## config.mk

```make
export PLATFORM = sky130hd
export DESIGN_NAME = pixel_to_ascii_text
export DESIGN_NICKNAME = d
export VERILOG_FILES = /design/src/design/pta_pkg.sv /design/src/design/pixel_to_ascii_text.sv /design/src/design/pta_sequencer.sv
export SDC_FILE = /design/constraint.sdc
export NUM_CORES = 1
export LEC_CHECK = 0
export BUFFER_PORTS_ARGS = -buffer_cell sky130_fd_sc_hd__buf_2
export CAP_MARGIN = 20
export CORE_ASPECT_RATIO = 1.75
export CORE_MARGIN = 2
export CORE_UTILIZATION = 55
export CTS_BUF_LIST = sky130_fd_sc_hd__clkbuf_4
export CTS_CLUSTER_DIAMETER = 30
export CTS_CLUSTER_SIZE = 25
export DETAILED_ROUTE_END_ITERATION = 6
export GPL_TIMING_DRIVEN = 0
export PLACE_DENSITY = 0.72
export SETUP_SLACK_MARGIN = 0.3
export SLEW_MARGIN = 20
export SYNTH_ARGS = -nofsm -noshare
export SYNTH_HDL_FRONTEND = slang
export SYNTH_SLANG_ARGS = --single-unit
export TNS_END_PERCENT = 20
```

## constraint.sdc

```tcl
create_clock -name clk -period 16.1 [get_ports clk]
set_input_delay 1.61 -clock clk [delete_from_list [all_inputs] [get_ports clk]]
set_output_delay 1.61 -clock clk [all_outputs]
set_load 0.01 [all_outputs]
```

## src/design/pta_pkg.sv

```systemverilog
// ----------------------------------------------------------------------------
// pta_pkg: shared types and constants of the pixel to ascii text converter
// Payload structs, the control word of the sequencer and the text constants.
// ----------------------------------------------------------------------------
package pta_pkg;

  // luminance weights in Q16, they sum to one
  localparam logic [16:0] LUMA_RED_Q16   = 17'd13933;
  localparam logic [16:0] LUMA_GREEN_Q16 = 17'd46871;
  localparam logic [16:0] LUMA_BLUE_Q16  = 17'd4732;
  localparam int          MAX_GRADIENT   = 16;

  // white in Q16: 255 * 65536
  localparam logic [25:0] FULL_SCALE = 26'd16711680;

  // text bytes
  localparam logic [7:0] CH_ESC    = 8'h1B;
  localparam logic [7:0] CH_LBRACK = 8'h5B;
  localparam logic [7:0] CH_SEMI   = 8'h3B;
  localparam logic [7:0] CH_M      = 8'h6D;
  localparam logic [7:0] CH_NL     = 8'h0A;
  localparam logic [7:0] CH_ZERO   = 8'h30;
  localparam logic [7:0] CH_TWO    = 8'h32;
  localparam logic [7:0] CH_THREE  = 8'h33;
  localparam logic [7:0] CH_EIGHT  = 8'h38;

  // configuration register indexes
  localparam logic [2:0] CFG_SCALE_X     = 3'd0;
  localparam logic [2:0] CFG_SCALE_Y     = 3'd1;
  localparam logic [2:0] CFG_COLOUR_MODE = 3'd2;
  localparam logic [2:0] CFG_GRAD_LOW    = 3'd3;
  localparam logic [2:0] CFG_GRAD_HIGH   = 3'd4;
  localparam logic [2:0] CFG_GRAD_LEN    = 3'd5;

  typedef logic [4:0] step_t;

  typedef struct packed {
    logic [7:0] red;
    logic [7:0] green;
    logic [7:0] blue;
    logic       row_end;
    logic       frame_end;
  } in_pix_t;

  typedef struct packed {
    logic [7:0] out_byte;
    logic       run_last;
  } out_txt_t;

  // where the emitted byte comes from
  typedef enum logic [2:0] {
    SRC_LIT,
    SRC_HUND,
    SRC_TENS,
    SRC_UNIT,
    SRC_GLYPH
  } src_t;

  typedef enum logic [1:0] {
    CHAN_RED,
    CHAN_GREEN,
    CHAN_BLUE
  } chan_t;

  // when a step puts a byte out
  typedef enum logic [1:0] {
    EM_NONE,
    EM_ALWAYS,
    EM_GE100,
    EM_GE10
  } em_t;

  typedef enum logic [1:0] {
    LAST_NO,
    LAST_YES,
    LAST_NOT_ROWFIN
  } last_t;

  // jump conditions
  typedef enum logic [2:0] {
    J_NONE,
    J_ALWAYS,
    J_NO_INPUT,
    J_NOT_KEEP,
    J_NOT_COLOUR,
    J_NOT_ROWFIN
  } jmp_t;

  typedef struct packed {
    logic       take_in;
    logic       op_luma;
    logic       op_glyph;
    src_t       src;
    chan_t      chan;
    logic [7:0] lit;
    em_t        emit;
    last_t      last;
    jmp_t       jmp;
    step_t      target;
  } ctl_t;

  localparam ctl_t CTL_NOP = '{
    take_in:  1'b0,
    op_luma:  1'b0,
    op_glyph: 1'b0,
    src:      SRC_LIT,
    chan:     CHAN_RED,
    lit:      8'h00,
    emit:     EM_NONE,
    last:     LAST_NO,
    jmp:      J_NONE,
    target:   5'd0
  };

  // status seen by the sequencer
  typedef struct packed {
    logic in_accept;
    logic keep;
    logic colour;
    logic rowfin;
    logic hold;
  } stat_t;

  // binary to three bcd digits by shift and add three
  function automatic logic [11:0] to_bcd(input logic [7:0] v);
    logic [11:0] bcd;
    bcd = 12'd0;
    for (int i = 7; i >= 0; i--) begin
      if (bcd[3:0] >= 4'd5) bcd[3:0] = bcd[3:0] + 4'd3;
      if (bcd[7:4] >= 4'd5) bcd[7:4] = bcd[7:4] + 4'd3;
      bcd = {bcd[10:0], v[i]};
    end
    return bcd;
  endfunction

endpackage

```

## src/design/pixel_to_ascii_text.sv

```systemverilog
// ----------------------------------------------------------------------------
// pixel_to_ascii_text: pixel stream to ascii art text bytes
// Intake: a new pixel is taken only in the idle step, after the last one's steps.
// Throughput: one byte per cycle while out_ready lets the output register take
// it; a pixel needs more steps of the microcode sequencer in colour mode.
// Reset: synchronous; phases clear, config registers return to defaults.
// Subsamples pixels, maps luminance to a glyph and adds colour escapes.
// ----------------------------------------------------------------------------
module pixel_to_ascii_text
  import pta_pkg::*;
(
  input  logic        clk,
  input  logic        rst_n,
  input  logic        in_valid,
  output logic        in_ready,
  input  in_pix_t     in_data,
  output logic        out_valid,
  input  logic        out_ready,
  output out_txt_t    out_data,
  input  logic        cfg_valid,
  output logic        cfg_ready,
  input  logic [2:0]  cfg_index,
  input  logic [63:0] cfg_data
);

  // configuration
  logic [7:0]  scale_x_r, scale_y_r;
  logic        colour_mode_r;
  logic [63:0] grad_low_r, grad_high_r;
  logic [4:0]  grad_len_r;

  // pixel state
  logic [7:0]  col_phase_r, row_phase_r;
  in_pix_t     pix_r;
  logic        keep_r, rowfin_r;
  logic [11:0] red_bcd_r, green_bcd_r, blue_bcd_r;
  logic [25:0] luma_r;
  logic [7:0]  glyph_r;

  // output register
  logic        out_valid_r;
  out_txt_t    out_data_r;

  ctl_t        ctl;
  stat_t       stat;
  logic        in_acc, out_free, want, fire;
  logic [11:0] bcd_sel;
  logic [3:0]  digit;
  logic [7:0]  byte_sel;
  logic        last_sel;
  logic [7:0]  col_nxt, row_nxt;
  logic [7:0]  sx, sy;
  logic [8:0]  col_inc, row_inc;
  logic        row_end_eff;
  logic [25:0] luma_nxt;
  logic [3:0]  len_m1;
  logic [23:0] diff;
  logic [27:0] prod;
  logic [11:0] qsum;
  logic [3:0]  gidx;
  logic [127:0] grad_all;

  assign in_acc    = in_valid && in_ready;
  assign in_ready  = ctl.take_in;
  assign cfg_ready = 1'b1;
  assign out_valid = out_valid_r;
  assign out_data  = out_data_r;

  pta_sequencer u_seq (
    .clk   (clk),
    .rst_n (rst_n),
    .stat  (stat),
    .ctl   (ctl)
  );

  assign stat.in_accept = in_acc;
  assign stat.keep      = keep_r;
  assign stat.colour    = colour_mode_r;
  assign stat.rowfin    = rowfin_r;
  assign stat.hold      = want && !out_free;

  // configuration writes
  always_ff @(posedge clk) begin
    if (!rst_n) begin
      scale_x_r     <= 8'd1;
      scale_y_r     <= 8'd1;
      colour_mode_r <= 1'b0;
      grad_low_r    <= 64'd0;
      grad_high_r   <= 64'd0;
      grad_len_r    <= 5'd1;
    end else if (cfg_valid && cfg_ready) begin
      unique case (cfg_index)
        CFG_SCALE_X:     scale_x_r     <= cfg_data[7:0];
        CFG_SCALE_Y:     scale_y_r     <= cfg_data[7:0];
        CFG_COLOUR_MODE: colour_mode_r <= cfg_data[0];
        CFG_GRAD_LOW:    grad_low_r    <= cfg_data;
        CFG_GRAD_HIGH:   grad_high_r   <= cfg_data;
        CFG_GRAD_LEN:    grad_len_r    <= cfg_data[4:0];
        default: ;
      endcase
    end
  end

  // phase advance, a zero scale acts as one
  always_comb begin
    sx          = (scale_x_r == 8'd0) ? 8'd1 : scale_x_r;
    sy          = (scale_y_r == 8'd0) ? 8'd1 : scale_y_r;
    col_inc     = {1'b0, col_phase_r} + 9'd1;
    row_inc     = {1'b0, row_phase_r} + 9'd1;
    row_end_eff = in_data.row_end || in_data.frame_end;
    if (row_end_eff) begin
      col_nxt = 8'd0;
      if (in_data.frame_end || row_inc >= {1'b0, sy}) begin
        row_nxt = 8'd0;
      end else begin
        row_nxt = row_inc[7:0];
      end
    end else begin
      row_nxt = row_phase_r;
      col_nxt = (col_inc >= {1'b0, sx}) ? 8'd0 : col_inc[7:0];
    end
  end

  always_ff @(posedge clk) begin
    if (!rst_n) begin
      col_phase_r <= 8'd0;
      row_phase_r <= 8'd0;
    end else if (in_acc) begin
      col_phase_r <= col_nxt;
      row_phase_r <= row_nxt;
    end
  end

  // pixel capture and keep decision
  always_ff @(posedge clk) begin
    if (in_acc) begin
      pix_r    <= in_data;
      keep_r   <= (row_phase_r == 8'd0) && (col_phase_r == 8'd0);
      rowfin_r <= row_end_eff && (row_phase_r == 8'd0);
    end
  end

  // luminance and decimal digits
  assign luma_nxt = 26'(LUMA_RED_Q16)   * 26'(pix_r.red)
                  + 26'(LUMA_GREEN_Q16) * 26'(pix_r.green)
                  + 26'(LUMA_BLUE_Q16)  * 26'(pix_r.blue);

  always_ff @(posedge clk) begin
    if (ctl.op_luma) begin
      luma_r      <= luma_nxt;
      red_bcd_r   <= to_bcd(pix_r.red);
      green_bcd_r <= to_bcd(pix_r.green);
      blue_bcd_r  <= to_bcd(pix_r.blue);
    end
  end

  // glyph index: floor((F - S) * (len - 1) / (255 * 65536))
  always_comb begin
    if (grad_len_r == 5'd0) begin
      len_m1 = 4'd0;
    end else if (grad_len_r > 5'(MAX_GRADIENT)) begin
      len_m1 = 4'(MAX_GRADIENT - 1);
    end else begin
      len_m1 = 4'(grad_len_r - 5'd1);
    end
    diff     = (luma_r > FULL_SCALE) ? 24'd0 : 24'(FULL_SCALE - luma_r);
    prod     = 28'(diff) * 28'(len_m1);
    // divide by 255 on the upper bits: (y + y/256 + 1) / 256
    qsum     = prod[27:16] + {8'd0, prod[27:24]} + 12'd1;
    gidx     = qsum[11:8];
    grad_all = {grad_high_r, grad_low_r};
  end

  always_ff @(posedge clk) begin
    if (ctl.op_glyph) begin
      glyph_r <= grad_all[{gidx, 3'b000} +: 8];
    end
  end

  // byte select
  always_comb begin
    unique case (ctl.chan)
      CHAN_RED:   bcd_sel = red_bcd_r;
      CHAN_GREEN: bcd_sel = green_bcd_r;
      CHAN_BLUE:  bcd_sel = blue_bcd_r;
      default:    bcd_sel = blue_bcd_r;
    endcase
    unique case (ctl.src)
      SRC_HUND: digit = bcd_sel[11:8];
      SRC_TENS: digit = bcd_sel[7:4];
      default:  digit = bcd_sel[3:0];
    endcase
    unique case (ctl.src)
      SRC_LIT:   byte_sel = ctl.lit;
      SRC_GLYPH: byte_sel = glyph_r;
      default:   byte_sel = CH_ZERO + {4'd0, digit};
    endcase
    unique case (ctl.emit)
      EM_NONE:   want = 1'b0;
      EM_ALWAYS: want = 1'b1;
      EM_GE100:  want = (bcd_sel[11:8] != 4'd0);
      EM_GE10:   want = (bcd_sel[11:4] != 8'd0);
      default:   want = 1'b0;
    endcase
    unique case (ctl.last)
      LAST_YES:        last_sel = 1'b1;
      LAST_NOT_ROWFIN: last_sel = !rowfin_r;
      default:         last_sel = 1'b0;
    endcase
  end

  assign out_free = !out_valid_r || out_ready;
  assign fire     = want && out_free;

  // output register, one transfer per cycle while the receiver is ready
  always_ff @(posedge clk) begin
    if (!rst_n) begin
      out_valid_r <= 1'b0;
    end else if (fire) begin
      out_valid_r <= 1'b1;
    end else if (out_ready) begin
      out_valid_r <= 1'b0;
    end
  end

  always_ff @(posedge clk) begin
    if (fire) begin
      out_data_r.out_byte <= byte_sel;
      out_data_r.run_last <= last_sel;
    end
  end

endmodule

```

## src/design/pta_sequencer.sv

```systemverilog
// ----------------------------------------------------------------------------
// pta_sequencer: microcode store and step counter
// One control word per step; the step advances, holds on a stalled byte, or
// jumps on a condition from the datapath.
// ----------------------------------------------------------------------------
module pta_sequencer
  import pta_pkg::*;
(
  input  logic  clk,
  input  logic  rst_n,
  input  stat_t stat,
  output ctl_t  ctl
);

  localparam step_t ST_IDLE  = 5'd0;
  localparam step_t ST_LUMA  = 5'd1;
  localparam step_t ST_GIDX  = 5'd2;
  localparam step_t ST_CSEL  = 5'd3;
  localparam step_t ST_E0    = 5'd4;
  localparam step_t ST_E1    = 5'd5;
  localparam step_t ST_E2    = 5'd6;
  localparam step_t ST_E3    = 5'd7;
  localparam step_t ST_E4    = 5'd8;
  localparam step_t ST_E5    = 5'd9;
  localparam step_t ST_E6    = 5'd10;
  localparam step_t ST_RH    = 5'd11;
  localparam step_t ST_RT    = 5'd12;
  localparam step_t ST_RU    = 5'd13;
  localparam step_t ST_RS    = 5'd14;
  localparam step_t ST_GH    = 5'd15;
  localparam step_t ST_GT    = 5'd16;
  localparam step_t ST_GU    = 5'd17;
  localparam step_t ST_GS    = 5'd18;
  localparam step_t ST_BH    = 5'd19;
  localparam step_t ST_BT    = 5'd20;
  localparam step_t ST_BU    = 5'd21;
  localparam step_t ST_BM    = 5'd22;
  localparam step_t ST_GLYPH = 5'd23;
  localparam step_t ST_ROW   = 5'd24;
  localparam step_t ST_RSEL  = 5'd25;
  localparam step_t ST_X0    = 5'd26;
  localparam step_t ST_X1    = 5'd27;
  localparam step_t ST_X2    = 5'd28;
  localparam step_t ST_X3    = 5'd29;
  localparam step_t ST_NL    = 5'd30;

  step_t step_r, step_nxt;
  logic  taken;

  // step counter
  always_ff @(posedge clk) begin
    if (!rst_n) begin
      step_r <= ST_IDLE;
    end else begin
      step_r <= step_nxt;
    end
  end

  // control store
  always_comb begin
    ctl = CTL_NOP;
    unique case (step_r)
      ST_IDLE: begin
        ctl.take_in = 1'b1;
        ctl.jmp     = J_NO_INPUT;
        ctl.target  = ST_IDLE;
      end
      ST_LUMA: ctl.op_luma = 1'b1;
      ST_GIDX: begin
        ctl.op_glyph = 1'b1;
        ctl.jmp      = J_NOT_KEEP;
        ctl.target   = ST_ROW;
      end
      ST_CSEL: begin
        ctl.jmp    = J_NOT_COLOUR;
        ctl.target = ST_GLYPH;
      end
      ST_E0: begin ctl.emit = EM_ALWAYS; ctl.lit = CH_ESC;    end
      ST_E1: begin ctl.emit = EM_ALWAYS; ctl.lit = CH_LBRACK; end
      ST_E2: begin ctl.emit = EM_ALWAYS; ctl.lit = CH_THREE;  end
      ST_E3: begin ctl.emit = EM_ALWAYS; ctl.lit = CH_EIGHT;  end
      ST_E4: begin ctl.emit = EM_ALWAYS; ctl.lit = CH_SEMI;   end
      ST_E5: begin ctl.emit = EM_ALWAYS; ctl.lit = CH_TWO;    end
      ST_E6: begin ctl.emit = EM_ALWAYS; ctl.lit = CH_SEMI;   end
      ST_RH: begin ctl.emit = EM_GE100;  ctl.src = SRC_HUND; ctl.chan = CHAN_RED; end
      ST_RT: begin ctl.emit = EM_GE10;   ctl.src = SRC_TENS; ctl.chan = CHAN_RED; end
      ST_RU: begin ctl.emit = EM_ALWAYS; ctl.src = SRC_UNIT; ctl.chan = CHAN_RED; end
      ST_RS: begin ctl.emit = EM_ALWAYS; ctl.lit = CH_SEMI;   end
      ST_GH: begin ctl.emit = EM_GE100;  ctl.src = SRC_HUND; ctl.chan = CHAN_GREEN; end
      ST_GT: begin ctl.emit = EM_GE10;   ctl.src = SRC_TENS; ctl.chan = CHAN_GREEN; end
      ST_GU: begin ctl.emit = EM_ALWAYS; ctl.src = SRC_UNIT; ctl.chan = CHAN_GREEN; end
      ST_GS: begin ctl.emit = EM_ALWAYS; ctl.lit = CH_SEMI;   end
      ST_BH: begin ctl.emit = EM_GE100;  ctl.src = SRC_HUND; ctl.chan = CHAN_BLUE; end
      ST_BT: begin ctl.emit = EM_GE10;   ctl.src = SRC_TENS; ctl.chan = CHAN_BLUE; end
      ST_BU: begin ctl.emit = EM_ALWAYS; ctl.src = SRC_UNIT; ctl.chan = CHAN_BLUE; end
      ST_BM: begin ctl.emit = EM_ALWAYS; ctl.lit = CH_M;      end
      ST_GLYPH: begin
        ctl.emit = EM_ALWAYS;
        ctl.src  = SRC_GLYPH;
        ctl.last = LAST_NOT_ROWFIN;
      end
      ST_ROW: begin
        ctl.jmp    = J_NOT_ROWFIN;
        ctl.target = ST_IDLE;
      end
      ST_RSEL: begin
        ctl.jmp    = J_NOT_COLOUR;
        ctl.target = ST_NL;
      end
      ST_X0: begin ctl.emit = EM_ALWAYS; ctl.lit = CH_ESC;    end
      ST_X1: begin ctl.emit = EM_ALWAYS; ctl.lit = CH_LBRACK; end
      ST_X2: begin ctl.emit = EM_ALWAYS; ctl.lit = CH_ZERO;   end
      ST_X3: begin ctl.emit = EM_ALWAYS; ctl.lit = CH_M;      end
      ST_NL: begin
        ctl.emit   = EM_ALWAYS;
        ctl.lit    = CH_NL;
        ctl.last   = LAST_YES;
        ctl.jmp    = J_ALWAYS;
        ctl.target = ST_IDLE;
      end
      default: begin
        ctl.jmp    = J_ALWAYS;
        ctl.target = ST_IDLE;
      end
    endcase
  end

  // jump condition
  always_comb begin
    unique case (ctl.jmp)
      J_NONE:       taken = 1'b0;
      J_ALWAYS:     taken = 1'b1;
      J_NO_INPUT:   taken = !stat.in_accept;
      J_NOT_KEEP:   taken = !stat.keep;
      J_NOT_COLOUR: taken = !stat.colour;
      J_NOT_ROWFIN: taken = !stat.rowfin;
      default:      taken = 1'b1;
    endcase
  end

  // next step
  always_comb begin
    if (stat.hold) begin
      step_nxt = step_r;
    end else if (taken) begin
      step_nxt = ctl.target;
    end else begin
      step_nxt = step_r + 5'd1;
    end
  end

endmodule

```

Word-level counts from Yosys, hierarchy flattened
Cells that the tools add are included.
{ "word_totals": {"ff_bits": 271, "latch_bits": 0, "ramBits": 0, "rom_bits": 0, "inputBits": 98, "out_inout_bits": 12, "elab_cells": 239, "memories": 0} }
{ "classes": {"addsub": 31, "multipliers": 4, "div": 0, "n_lt_le_gt_ge": 25, "eq_ne": 48, "shift": 1, "n_mux": 62, "bitwise": 0, "n_reduce_logical": 46} }
{ "ops": {"columns": ["cell", "count"], "rows": [
  ["$mux 4", 38],
  ["$shiftx 128x8->8", 1],
  ["$eq 5x5->1 const B", 15],
  ["$pmux 7 s9", 1],
  ["$add 4x2->4 const B", 15],
  ["$ge 4x3->1 const B", 15],
  ["$pmux 8 s6", 1],
  ["$eq 5x4->1 const B", 8],
  ["$mux 8", 5],
  ["$logic_not 8->1", 4],
  ["$mul 24x4->28", 1],
  ["$add 25x21->26", 1],
  ["$gt 26x24->1 const B", 1],
  ["$add 22x24->25", 1],
  ["$reduce_or 25->1", 1],
  ["$add 3x2->4 const B", 6],
  ["$mul 16x8->24 const A", 1],
  ["$mux 24", 1],
  ["$sub 24x24->24 const A", 1],
  ["$mul 14x8->22 const A", 1],
  ["$eq 5x3->1 const B", 4],
  ["$pmux 10 s2", 1],
  ["$mul 11x8->19 const A", 1],
  ["$reduce_or 19->1", 1],
  ["39 further kinds", 92]
]} }

Depth between registers and ports, before layout
Gate-level depths: netlist of the first run.
{ "logic_depth": {"ltp_word": 14, "ltp_mapped": 35, "depth_no_buf": 35} }

Cells and area by module
From an unflattened synthesis of the first run, not the netlist that was laid out.
{ "hier_totals": {"cells_unflattened": 2758, "hier_area_um2": 24300.8} }
{ "modules_own_cells": {"columns": ["module", "instances", "cells_per_inst", "area_per_inst_um2", "seq_area_each_um2"], "rows": [
  ["pixel_to_ascii_text", 1, 2590, 23186.0, 6316.1],
  ["pta_sequencer", 1, 168, 1114.8, 100.1]
]} }

Least setup slack after synthesis of the first run
Ideal clock, no wire load.
{ "synth_timing": {"kind": "reg-to-reg", "startpoint": "reg pix_r[7] (netlist bit)", "endpoint": "reg luma_r[23] (data pin)", "setup_ns": 0.270, "arrival_ns": 7.560, "t_required_ns": 15.830, "slack_ns": 8.271, "stages_incl_launch_ff": 29, "n_path_buf": 0, "synth_period_minus_slack_ns": 7.829, "path_cell_list": "edfxtp_1 inv_1 fa_1 inv_1 fa_1 fa_1 fa_1 ha_1 inv_1 o21bai_1 a21oi_1 nor2b_1 o21a_1 o41a_1 xor2_1 ha_1 fa_1 inv_1 fa_1 fa_1 inv_1 ha_1 inv_1 a2111oi_0 o21a_1 o21ai_0 a211o_1 o21ai_0 xor2_1"} }
{ "synth_between": {"elab_chain_len": 2} }
{ "synth_rtl": {"columns": ["element", "line_no", "text"], "rows": [
  ["from (decl)", "pixel_to_ascii_text.sv:34", "in_pix_t pix_r;"],
  ["from (signal assigned)", "pixel_to_ascii_text.sv:137", "pix_r <= in_data;"],
  ["$mul 11x8->19", "pixel_to_ascii_text.sv:146", "+ 26'(LUMA_BLUE_Q16) * 26'(pix_r.blue);"],
  ["$add 25x21->26", "pixel_to_ascii_text.sv:146", null],
  ["via luma_nxt[23]", "pixel_to_ascii_text.sv:55", "logic [25:0] luma_nxt;"],
  ["to (signal assigned)", "pixel_to_ascii_text.sv:150", "luma_r <= luma_nxt;"],
  ["to (decl)", "pixel_to_ascii_text.sv:37", "logic [25:0] luma_r;"]
]} }
The timed path passes the listed nets, and every way through them passes these cells.
A chain may end at the register's enable or synchronous reset.

Final worst setup path of the first run
{ "layout_timing": {"startpoint": "reg grad_len_r[0]", "endpoint": "reg glyph_r[1] (data pin)"} }
{ "layout_between": {"elab_chain_len": 7, "word_cells_on_any_way": 9, "cone_classes": "3 x add/sub; 1 x mul; 1 x order compare; 1 x shift; 2 x mux; 1 x reduce/logical"} }
{ "layout_rtl": {"columns": ["element", "line_no", "text"], "rows": [
  ["from (decl)", "pixel_to_ascii_text.sv:30", "logic [4:0] grad_len_r;"],
  ["from (signal assigned)", "pixel_to_ascii_text.sv:98", "CFG_GRAD_LEN: grad_len_r <= cfg_data[4:0];"],
  ["$sub 4x1->4 or $gt 5x5->1 (tied branches)", "pixel_to_ascii_text.sv:164, pixel_to_ascii_text.sv:161", null],
  ["$mux 4", "pixel_to_ascii_text.sv:161", "end else if (grad_len_r > 5'(MAX_GRADIENT)) begin"],
  ["$mux 4 *", "pixel_to_ascii_text.sv:159", "if (grad_len_r == 5'd0) begin"],
  ["$mul 24x4->28 *", "pixel_to_ascii_text.sv:167", "prod = 28'(diff) * 28'(len_m1);"],
  ["$add 12x4->12 *", "pixel_to_ascii_text.sv:169", "qsum = prod[27:16] + {8'd0, prod[27:24]} + 12'd1;"],
  ["$add 12x1->12 *", "pixel_to_ascii_text.sv:169", null],
  ["$shiftx 128x8->8 *", "pixel_to_ascii_text.sv:176", "glyph_r <= grad_all[{gidx, 3'b000} +: 8];"],
  ["to (signal assigned)", "pixel_to_ascii_text.sv:176", null],
  ["to (decl)", "pixel_to_ascii_text.sv:38", "logic [7:0] glyph_r;"]
]} }
Every way passes the cells marked *; elsewhere a longest branch is shown, timed or not.

==> impl_metrics.csv, run 1 <==
group,metric,value,unit
run_status,status,"complete, no violations",
final_layout,drive_above_1_share,8.464,%
clock_network,cts.sinks,271,
grt,grt_pass1_wl,108.6,mm
grt,grt_pass1_vias,21050,
placement,port_buffers,105,
floorplan,dieWidth,162.6,um
setup_path,crit_path_top_delay_cell,"clkbuf_1",
detailed_routing,drt_first_pass_iters,7,
clock_network,clk_latency,770,ps
grt,grt_max_degree,33,
floorplan,rows,101,
setup_path,crit_arrival,9990,ps
logic_synthesis,ys_seq_elements,271,
grt,antenna_found_initial,1,
detailed_routing,dr_total_vias,20210,
logic_synthesis,yosys.area_share.xor_xnor,3.428,%
floorplan,start_util,55.67,%
clock_network,cts.clk_slew.worst_paths,130,ps
floorplan,ios,110,
logic_synthesis,seq_area_frac_synth,26.51,%
timing,hold_violations,0,
logic_synthesis,netlist.top_cell.by_area,"fa_1",
grt,grt_overflow,0,
floorplan,core-area,43470,um2
logic_synthesis,synth-compound-area-share,14.35,%
setup_path,path_max_fanout,10,
setup_path,end_kind,"flip-flop",
clock_network,cts_max_path_buffers,3,
clock_network,ctsResizeCount,0,
setup_path,crit_path_start_kind,"flip-flop",
logic_synthesis,ys.warnings.count,0,
clock_network,post_cts_buffers,0,
clock_network,htree_num_levels,2,
logic_synthesis,synthSimpleGateAreaFrac,16.36,%
logic_synthesis,synth_top_area_share,15.06,%
clock_network,cts_tree,"done",
logic_synthesis,synth_top_family_by_area,"adder cells",
timing,period_share,59.34,%
final_layout,layout.cells.most_common,"nand2_1",
placement,hpwl,58.03,mm
clock_network,numCtsBuffers,46,
logic_synthesis,synth.avg_cell_area,8.625,um2
detailed_routing,drt_iter0_drc,1103,
logic_synthesis,synth_fa_ha_area_share,28.22,%
worst_hold_path,hold_path.class,"flip-flop to flip-flop",
detailed_routing,drc,0,
timing,tns,0,ps
floorplan,die_area,45760,um2
logic_synthesis,async_reset_ff_share,0,%
grt,grt_use_total,30.81,%
detailed_routing,routedWlPerCell,19.67,um
logic_synthesis,syn_area,24200,um2
logic_synthesis,syn_inst,2806,
detailed_routing,ant_nets,0,
timing,rsz0062_at_grt,"no",
clock_network,hold_buffers,0,
logic_synthesis,synth-edff-count,99,
logic_synthesis,synthFlopType,"dfxtp_1",
logic_synthesis,ys_top_cells_by_area,"fa_1 15%, dfxtp_1 14%, ha_1 13%, edfxtp_1 12%, nand2_1 6.5%",
floorplan,die_y,281.5,um
timing,worst_pin_slew,1036,ps
flow_run,drv_cap,0,
detailed_routing,vias_per_cell,5.663,
setup_path,worst_path_largest_cell_delay,680,ps
setup_path,required,16530,ps
final_layout,nFillCells,3873,
detailed_routing,drt_wl_total,70.20,mm
logic_synthesis,yosysUniqueCellTypes,88,
logic_synthesis,synthesis.nets,3339,
final_layout,fin_nets,3497,
timing,period_minus_slack,9553,ps
clock_network,root_buffer,"clkbuf_4",
logic_synthesis,muxShareOfSynthArea,3.345,%
final_layout,syn2layout_area_growth,8.753,%
timing,setup_violations,0,
placement,gp_congestion,0.9848,
timing,slew_headroom,28.94,%
timing,max_freq,0.1047,GHz
timing,slew_violations,0,
setup_path,crit_type,"flip-flop to flip-flop",
final_layout,final_cell_mix,"417 x nand2_1, 398 x inv_1, 253 x ha_1, 237 x a21oi_1, 198 x nor2_1",
timing,clock_skew,112.8,ps
==> area by class of cell <==
class	instances	area, um2	area share [%]
clock inverter	37	467.9	1.778
buffer	98	380.4	1.445
sequential	271	6416	24.38
antenna	2	5.005	0.01902
inverter	400	1501	5.705
timing repair buffer	110	563.0	2.139
clock buffer	48	360.3	1.369
multi-input combinational	2037	15920	60.48
tap	566	708.2	2.691
==> path summary, 6_finish.rpt <==
kind | start | endpoint | slack [ps] | cells past startpoint
worst min register to register | grad_low_r[10] | grad_low_r[10] | 460 | 2
worst max register to register | grad_len_r[0] | glyph_r[1] | 6550 | 31
worst max-delay path | grad_len_r[0] | glyph_r[1] | 6550 | 31
worst min-delay path | grad_low_r[10] | grad_low_r[10] | 460 | 2
==> Yosys cell counts (16+ instances only) <==
master	instances
o211ai_1	16
nor2b_1	27
nor3_1	43
inv_1	399
xnor2_1	63
and2_1	19
o21ai_0	87
nand2b_1	49
nand2_1	417
a21oi_1	237
fa_1	182
nor2_1	198
nand3_1	40
ha_1	253
a21o_1	21
edfxtp_1	99
dfxtp_1	172
xor2_1	28
mux2i_1	64
clkbuf_1	87
==> registers in the layout (all words and copies together), names as in the netlist <==
signal         flops
out_data           9
grad_low_r        64
col_phase_r        8
green_bcd_r       10
grad_high_r       64
grad_len_r         5
blue_bcd_r        10
red_bcd_r         10
pix_r             24
row_phase_r        8
scale_y_r          8
keep_r             1
rowfin_r           1
colour_mode_r      1
luma_r            26
u_seq.step_r       5
scale_x_r          8
glyph_r            8
out_valid          1
==> per-layer routing <==
| layer | part of all wire [%] | GRT usage (%) | routed length (um) |
|---|---|---|---|
| met5 | 0 | 0 | 0 |
| met3 | 4.3 | 4.163 | 2996 |
| met1 | 33 | 28.36 | 23090 |
| met4 | 9.4 | 24.94 | 6631 |
| met2 | 53 | 59.32 | 37480 |
==> worst max-delay path: cells and delay by family (launching register included) <==
| kind | cells | cell delay, ps |
|---|---|---|
| xor gates and xnor gates | 1 | 410 |
| AOI/OAI and AO/OA | 14 | 3590 |
| DFF | 1 | 400 |
| and+or+nand+nor | 7 | 1580 |
| adders and majority gates | 4 | 1740 |
| buffers and inverters | 5 | 1480 |
==> through the flow <==
step | setup WS [ps] | hold WS [ps] | instances | utilization (%) | area, um2
after floorplan | 8271 | 431.2 | 2806 | - | 24200
after global placement | 6830 | 437.6 | 3477 | 58.51 | 25430
after detailed placement | 6677 | 447.1 | 3482 | 58.62 | 25480
after CTS | 6695 | 459.7 | 3567 | 60.52 | 26310
after global routing | 5989 | 477.8 | 3569 | 60.54 | 26320
final | 6547 | 459.9 | 3569 | 60.54 | 26320
==> cell families (layout without fill, tap and decap cells) <==
kind of cell	after synthesis	in the layout
compound gates	546	546
xor+xnor	93	93
fa+ha+maj	437	437
buf+inv	498	693
flops	271	271
mux	79	79
other cells	1	3
simple gates	881	881
Power of run 1 is not shown: default switching activity piles up to over one toggle a cycle in this logic, so the estimate is an artifact.
==> inputs of run 2 (changes only) <==
==> constraint.sdc (replaced) <==
create_clock -name clk -period 8.8 [get_ports clk]
set_input_delay 0.88 -clock clk [delete_from_list [all_inputs] [get_ports clk]]
set_output_delay 0.88 -clock clk [all_outputs]
set_load 0.01 [all_outputs]
==> run 2 against run 1 <==
Effect of this change: the run now ends with design-rule violations left; critical path depth fell by 2; sequential share of layout area fell by 0.53 points; fmax rose by 15%; first-iteration DRC count rose by 5.5%; clock skew fell by 11 ps; critical endpoint is now glyph_r[6].
==> impl_metrics.csv, run 2 (synthesis results as in run 1) <==
group,metric,value,unit
timing,worst_pin_slew,1049,ps
clock_network,cts_tree,"done",
clock_network,clk_latency,750,ps
timing,period_share,94.73,%
setup_path,crit_path_top_delay_cell,"a222oi_1",
timing,slew_headroom,30.04,%
timing,max_freq,0.1200,GHz
setup_path,path_buf_inv,4,
final_layout,top_regs,"grad_high_r x64, grad_low_r x64, luma_r x26",
timing,period_minus_slack,8336,ps
timing,clock_skew,101.4,ps
final_layout,syn2layout_area_growth,11.16,%
final_layout,fin_nets,3521,
setup_path,crit_path_start_kind,"flip-flop",
run_status,failed_checks,"design-rule violations",
floorplan,core-area,43470,um2
clock_network,numCtsBuffers,46,
detailed_routing,vias_per_cell,5.684,
detailed_routing,drt_iter0_drc,1164,
setup_path,end_kind,"flip-flop",
detailed_routing,dr_total_vias,20420,
setup_path,crit_type,"flip-flop to flip-flop",
final_layout,layout.cells.most_common,"nand2_1",
flow_run,drv_cap,0,
clock_network,htree_num_levels,2,
grt,grt_overflow,0,
setup_path,crit_top_cell,"nor2_1",
clock_network,cts_max_path_buffers,3,
timing,rsz0062_at_grt,"yes",
setup_path,path_max_fanout,10,
detailed_routing,drt_first_pass_iters,7,
clock_network,cts.sinks,271,
setup_path,critPathCapture,"glyph_r[6]",
run_status,status,"finished with violations",
clock_network,root_buffer,"clkbuf_4",
timing,hold_violations,0,
floorplan,dieWidth,162.6,um
timing,tns,0,ps
grt,grt_pass1_wl,109.5,mm
setup_path,required,9320,ps
final_layout,final_util,61.88,%
placement,hpwl,58.03,mm
timing,slew_violations,0,
detailed_routing,drt_wl_total,71.44,mm
floorplan,die_y,281.5,um
worst_hold_path,hold_path.class,"input port to flip-flop",
floorplan,rows,101,
placement,place_inst,3482,
setup_path,startpoint,"luma_r[10]",
placement,port_buffers,105,
setup_path,r2r-end,"glyph_r[6]",
setup_path,r2r_slack,460,ps
timing,hold_ws,300.7,ps
floorplan,start_util,55.67,%
setup_path,worst_path_largest_cell_delay,930,ps
floorplan,ios,110,
setup_path,rr_worst_depth,29,
timing,setup_violations,0,
setup_path,r2r-start,"luma_r[10]",
clock_network,cts.clk_slew.worst_paths,110,ps
detailed_routing,ant_nets,0,
grt,grt_pass1_vias,21180,
placement,gp_congestion,0.9848,
grt,grt_max_degree,33,
final_layout,drive_above_1_share,11.40,%
setup_path,critical_path.top_delay_family,"compound AO/OA/AOI/OAI gates",
setup_path,crit_arrival,8860,ps
setup_path,crit_cells,29,
final_layout,final_cell_mix,"416 x nand2_1, 394 x inv_1, 245 x ha_1, 228 x a21oi_1, 195 x nor2_1",
detailed_routing,drc,7,
grt,antenna_found_initial,1,
grt,grt_use_total,31.10,%
final_layout,stdcell_count,3593,
clock_network,hold_buffers,0,
floorplan,die_area,45760,um2
detailed_routing,routedWlPerCell,19.88,um
## run 2: changes by cell type in the layout (fill, tap and decap cells not counted), moves of 5 or more
cell | before | now
buf_4 | 7 | 31
clkbuf_1 | 87 | 73
clkbuf_2 | 0 | 10
a21oi_1 | 237 | 228
a21oi_2 | 1 | 9
ha_1 | 253 | 245
o21ai_0 | 87 | 81
ha_4 | 0 | 5
nor3_1 | 41 | 36
## run 2: how the worst min path moves through the flow
stage	start	slack [ps]	endpoint	depth (start not counted)
6_report	in_data[11]	300	pix_r[11]	1
5_1_grt	in_data[14]	240	pix_r[14]	1
4_1_cts	in_data[10]	230	pix_r[10]	1
3_5_place_dp	grad_high_r[19]	450	grad_high_r[19]	2
3_3_place_gp	grad_high_r[35]	440	grad_high_r[35]	2
2_1_floorplan	grad_high_r[33]	430	grad_high_r[33]	2
## run 2: timing repair
action                                  CTS  global route
pin swaps                                 3            37
endpoints found under the hold margin     0             0
gates resized for setup                  26            77
endpoints found under the setup margin   15            15
buffers inserted                          8            16
## run 2: per-stage QoR
stage          area, um2  setup slack (ps)
3_3_place_gp       25430            -470.0
5_1_grt            26900             222.1
2_1_floorplan      24200             970.8
6_report           26900             463.9
3_5_place_dp       25480            -623.5
4_1_cts            26460             270.9
## run 2: layer usage
| metal | part of all wire [%] | up-vias | track usage (%) |
|---|---|---|---|
| met5 | 0 | - | 0 |
| met1 | 33 | 9728 | 28.39 |
| met3 | 4.4 | 287 | 4.413 |
| li1 | - | 9751 | - |
| met4 | 9.9 | 0 | 26.03 |
| met2 | 53 | 658 | 59.55 |
## run 2: worst register-to-register path: cells and delay by family (launching register included)
family,cells,cell delay (ps)
XOR/XNOR,2,450
buffers and inverters,4,520
AND/OR/NAND/NOR,10,2450
AO/OA/AOI/OAI,9,2640
adder cells (fa/ha/maj),4,1700
flip-flops,1,440
## run 2: cell type report
class,count,area [um2]
timing repair buffer,134,743.2
buffer,98,405.4
clock buffer,48,360.3
sequential,271,6416
fill,3806,16570
antenna,2,5.005
multi-input combinational,2037,16290
clock inverter,37,467.9
tap,566,708.2
inverter,400,1501
Power of run 2 is left out for the same reason.
==> inputs of run 3 (changes only) <==
--- a/config.mk
+++ b/config.mk
@@ -9,13 +9,12 @@
 export CAP_MARGIN = 20
 export CORE_ASPECT_RATIO = 1.75
 export CORE_MARGIN = 2
-export CORE_UTILIZATION = 55
+export CORE_UTILIZATION = 30
 export CTS_BUF_LIST = sky130_fd_sc_hd__clkbuf_4
 export CTS_CLUSTER_DIAMETER = 30
 export CTS_CLUSTER_SIZE = 25
 export DETAILED_ROUTE_END_ITERATION = 6
 export GPL_TIMING_DRIVEN = 0
-export PLACE_DENSITY = 0.72
 export SETUP_SLACK_MARGIN = 0.3
 export SLEW_MARGIN = 20
 export SYNTH_ARGS = -nofsm -noshare
==> run 3 against run 2 <==
Effect of this change: the flow still finishes with violations (design-rule violations); via count is 2.6% lower; wire length is 3.3% lower; global-route usage is 15 points lower; critical path type unchanged; critical endpoint is now luma_r[24].
==> impl_metrics.csv, run 3 (synthesis results as in run 1) <==
group,metric,value,unit
final_layout,final_cell_mix,"416 x nand2_1, 398 x inv_1, 253 x ha_1, 234 x a21oi_1, 194 x nor2_1",
clock_network,root_buffer,"clkbuf_4",
clock_network,numCtsBuffers,55,
detailed_routing,vias_per_cell,4.876,
setup_path,crit_type,"flip-flop to flip-flop",
setup_path,r2r-start,"pix_r[9]",
clock_network,hold_buffers,0,
placement,gp_congestion,0.9642,
timing,rsz0062_at_grt,"yes",
grt,grt_use_total,16.57,%
final_layout,fin_nets,3524,
detailed_routing,dr_total_vias,19900,
timing,period_share,92.51,%
timing,clock_skew,113.1,ps
final_layout,multiInputGateArea,16150,um2
flow_run,drv_cap,0,
timing,setup_violations,0,
setup_path,critical_path.top_delay_family,"adder cells",
detailed_routing,drt_wl_total,69.10,mm
grt,grt_overflow,0,
setup_path,crit_path_top_delay_cell,"edfxtp_1",
timing,slew_violations,0,
grt,grt_max_degree,33,
detailed_routing,routedWlPerCell,16.93,um
placement,hpwl,56.79,mm
floorplan,die_y,379.7,um
floorplan,rows,137,
final_layout,top_regs,"grad_high_r x64, grad_low_r x64, luma_r x26",
timing,slew_headroom,33.76,%
timing,max_freq,0.1228,GHz
timing,fin_ws,659.1,ps
worst_hold_path,min_to,"pix_r[7]",
clock_network,cts_max_path_buffers,3,
detailed_routing,ant_nets,0,
run_status,status,"finished with violations",
setup_path,worst_path_largest_cell_delay,610,ps
worst_hold_path,hold_path.class,"input port to flip-flop",
timing,worst_pin_slew,993.7,ps
grt,antenna_found_initial,10,
floorplan,dieWidth,218.7,um
setup_path,crit_arrival,8710,ps
setup_path,r2r-end,"luma_r[24]",
floorplan,start_util,30.30,%
final_layout,syn2layout_area_growth,13.38,%
worst_hold_path,min_path_cells,1,
placement,place_ws,-576.7,ps
final_layout,layout.cells.most_common,"nand2_1",
final_layout,final_util,34.35,%
grt,grt_pass1_vias,20110,
setup_path,crit_path_start_kind,"flip-flop",
run_status,failed_checks,"design-rule violations",
clock_network,clk_latency,870,ps
floorplan,core-area,79880,um2
worst_hold_path,hp-start,"in_data[7]",
clock_network,cts.sinks,271,
setup_path,required,9370,ps
detailed_routing,drc,1,
detailed_routing,drt_iter0_drc,1146,
final_layout,nFillCells,8479,
timing,tns,0,ps
grt,grt_pass1_wl,107.9,mm
setup_path,rr_worst_depth,26,
timing,hold_violations,0,
floorplan,die_area,83050,um2
setup_path,path_buf_inv,3,
setup_path,crit_top_cell,"fa_1",
timing,period_minus_slack,8141,ps
final_layout,regArea,6416,um2
final_layout,drive_above_1_share,10.80,%
setup_path,end_kind,"flip-flop",
clock_network,htree_num_levels,2,
detailed_routing,drt_first_pass_iters,7,
floorplan,ios,110,
setup_path,r2r_slack,660,ps
clock_network,cts_tree,"done",
clock_network,cts.clk_slew.worst_paths,90,ps
setup_path,path_max_fanout,7,
placement,port_buffers,105,
==> run 3: how the worst max path moves through the flow <==
stage                          from    endpoint  cells past startpoint
after floorplan            pix_r[7]  luma_r[23]                     28
after global placement    luma_r[0]  glyph_r[1]                     30
after detailed placement  luma_r[0]  glyph_r[2]                     31
after CTS                  pix_r[8]  luma_r[24]                     26
after global routing      luma_r[0]  glyph_r[1]                     33
final                      pix_r[9]  luma_r[24]                     26
==> run 3: per-stage QoR <==
| stage | cell area, um2 | hold WS, ps | cells |
|---|---|---|---|
| 4_1_cts | 27140 | 154.2 | 4068 |
| 3_5_place_dp | 26090 | 445.9 | 3959 |
| 2_1_floorplan | 24200 | 431.2 | 2806 |
| 5_1_grt | 27440 | 179.7 | 4081 |
| 3_3_place_gp | 26030 | 441.0 | 3953 |
| 6_report | 27440 | 238.7 | 4081 |
==> run 3: area by class of cell <==
cell class	count	share of cell area (%)
timing repair buffer	128	2.604
buffer	98	1.441
clock buffer	59	1.614
tap	1042	4.751
clock inverter	44	1.847
antenna	2	0.01824
multi-input combinational	2037	58.87
sequential	271	23.38
inverter	400	5.472
==> run 3: worst register-to-register path, cell delays in order, from the launching register on <==
cell,delay (ps)
edfxtp_1,610
inv_1,160
fa_1,450
inv_1,160
fa_1,460
fa_1,520
fa_1,490
ha_1,360
a21oi_2,180
o21bai_1,80
a21oi_1,220
xnor2_1,190
fa_1,530
fa_1,500
fa_1,490
inv_1,50
fa_1,470
ha_1,250
or2_2,320
a2111oi_4,330
o31a_1,270
a211oi_2,100
a41o_1,260
o21ai_0,150
nand2b_1,80
a21oi_1,170
xnor2_1,80
==> run 3: layer usage <==
layer | routed length [um] | track usage [%]
met2 | 37070 | 31.94
met5 | 65 | 0
met4 | 3116 | 7.057
met3 | 3120 | 2.697
met1 | 25730 | 17.32
==> run 3: timing repair <==
item | CTS | global route
buffers inserted | 6 | 11
setup endpoints to repair | 12 | 13
gates resized for setup | 17 | 50
pin swaps | 2 | 5
cloned | 0 | 0
Power of run 3 is left out for the same reason.
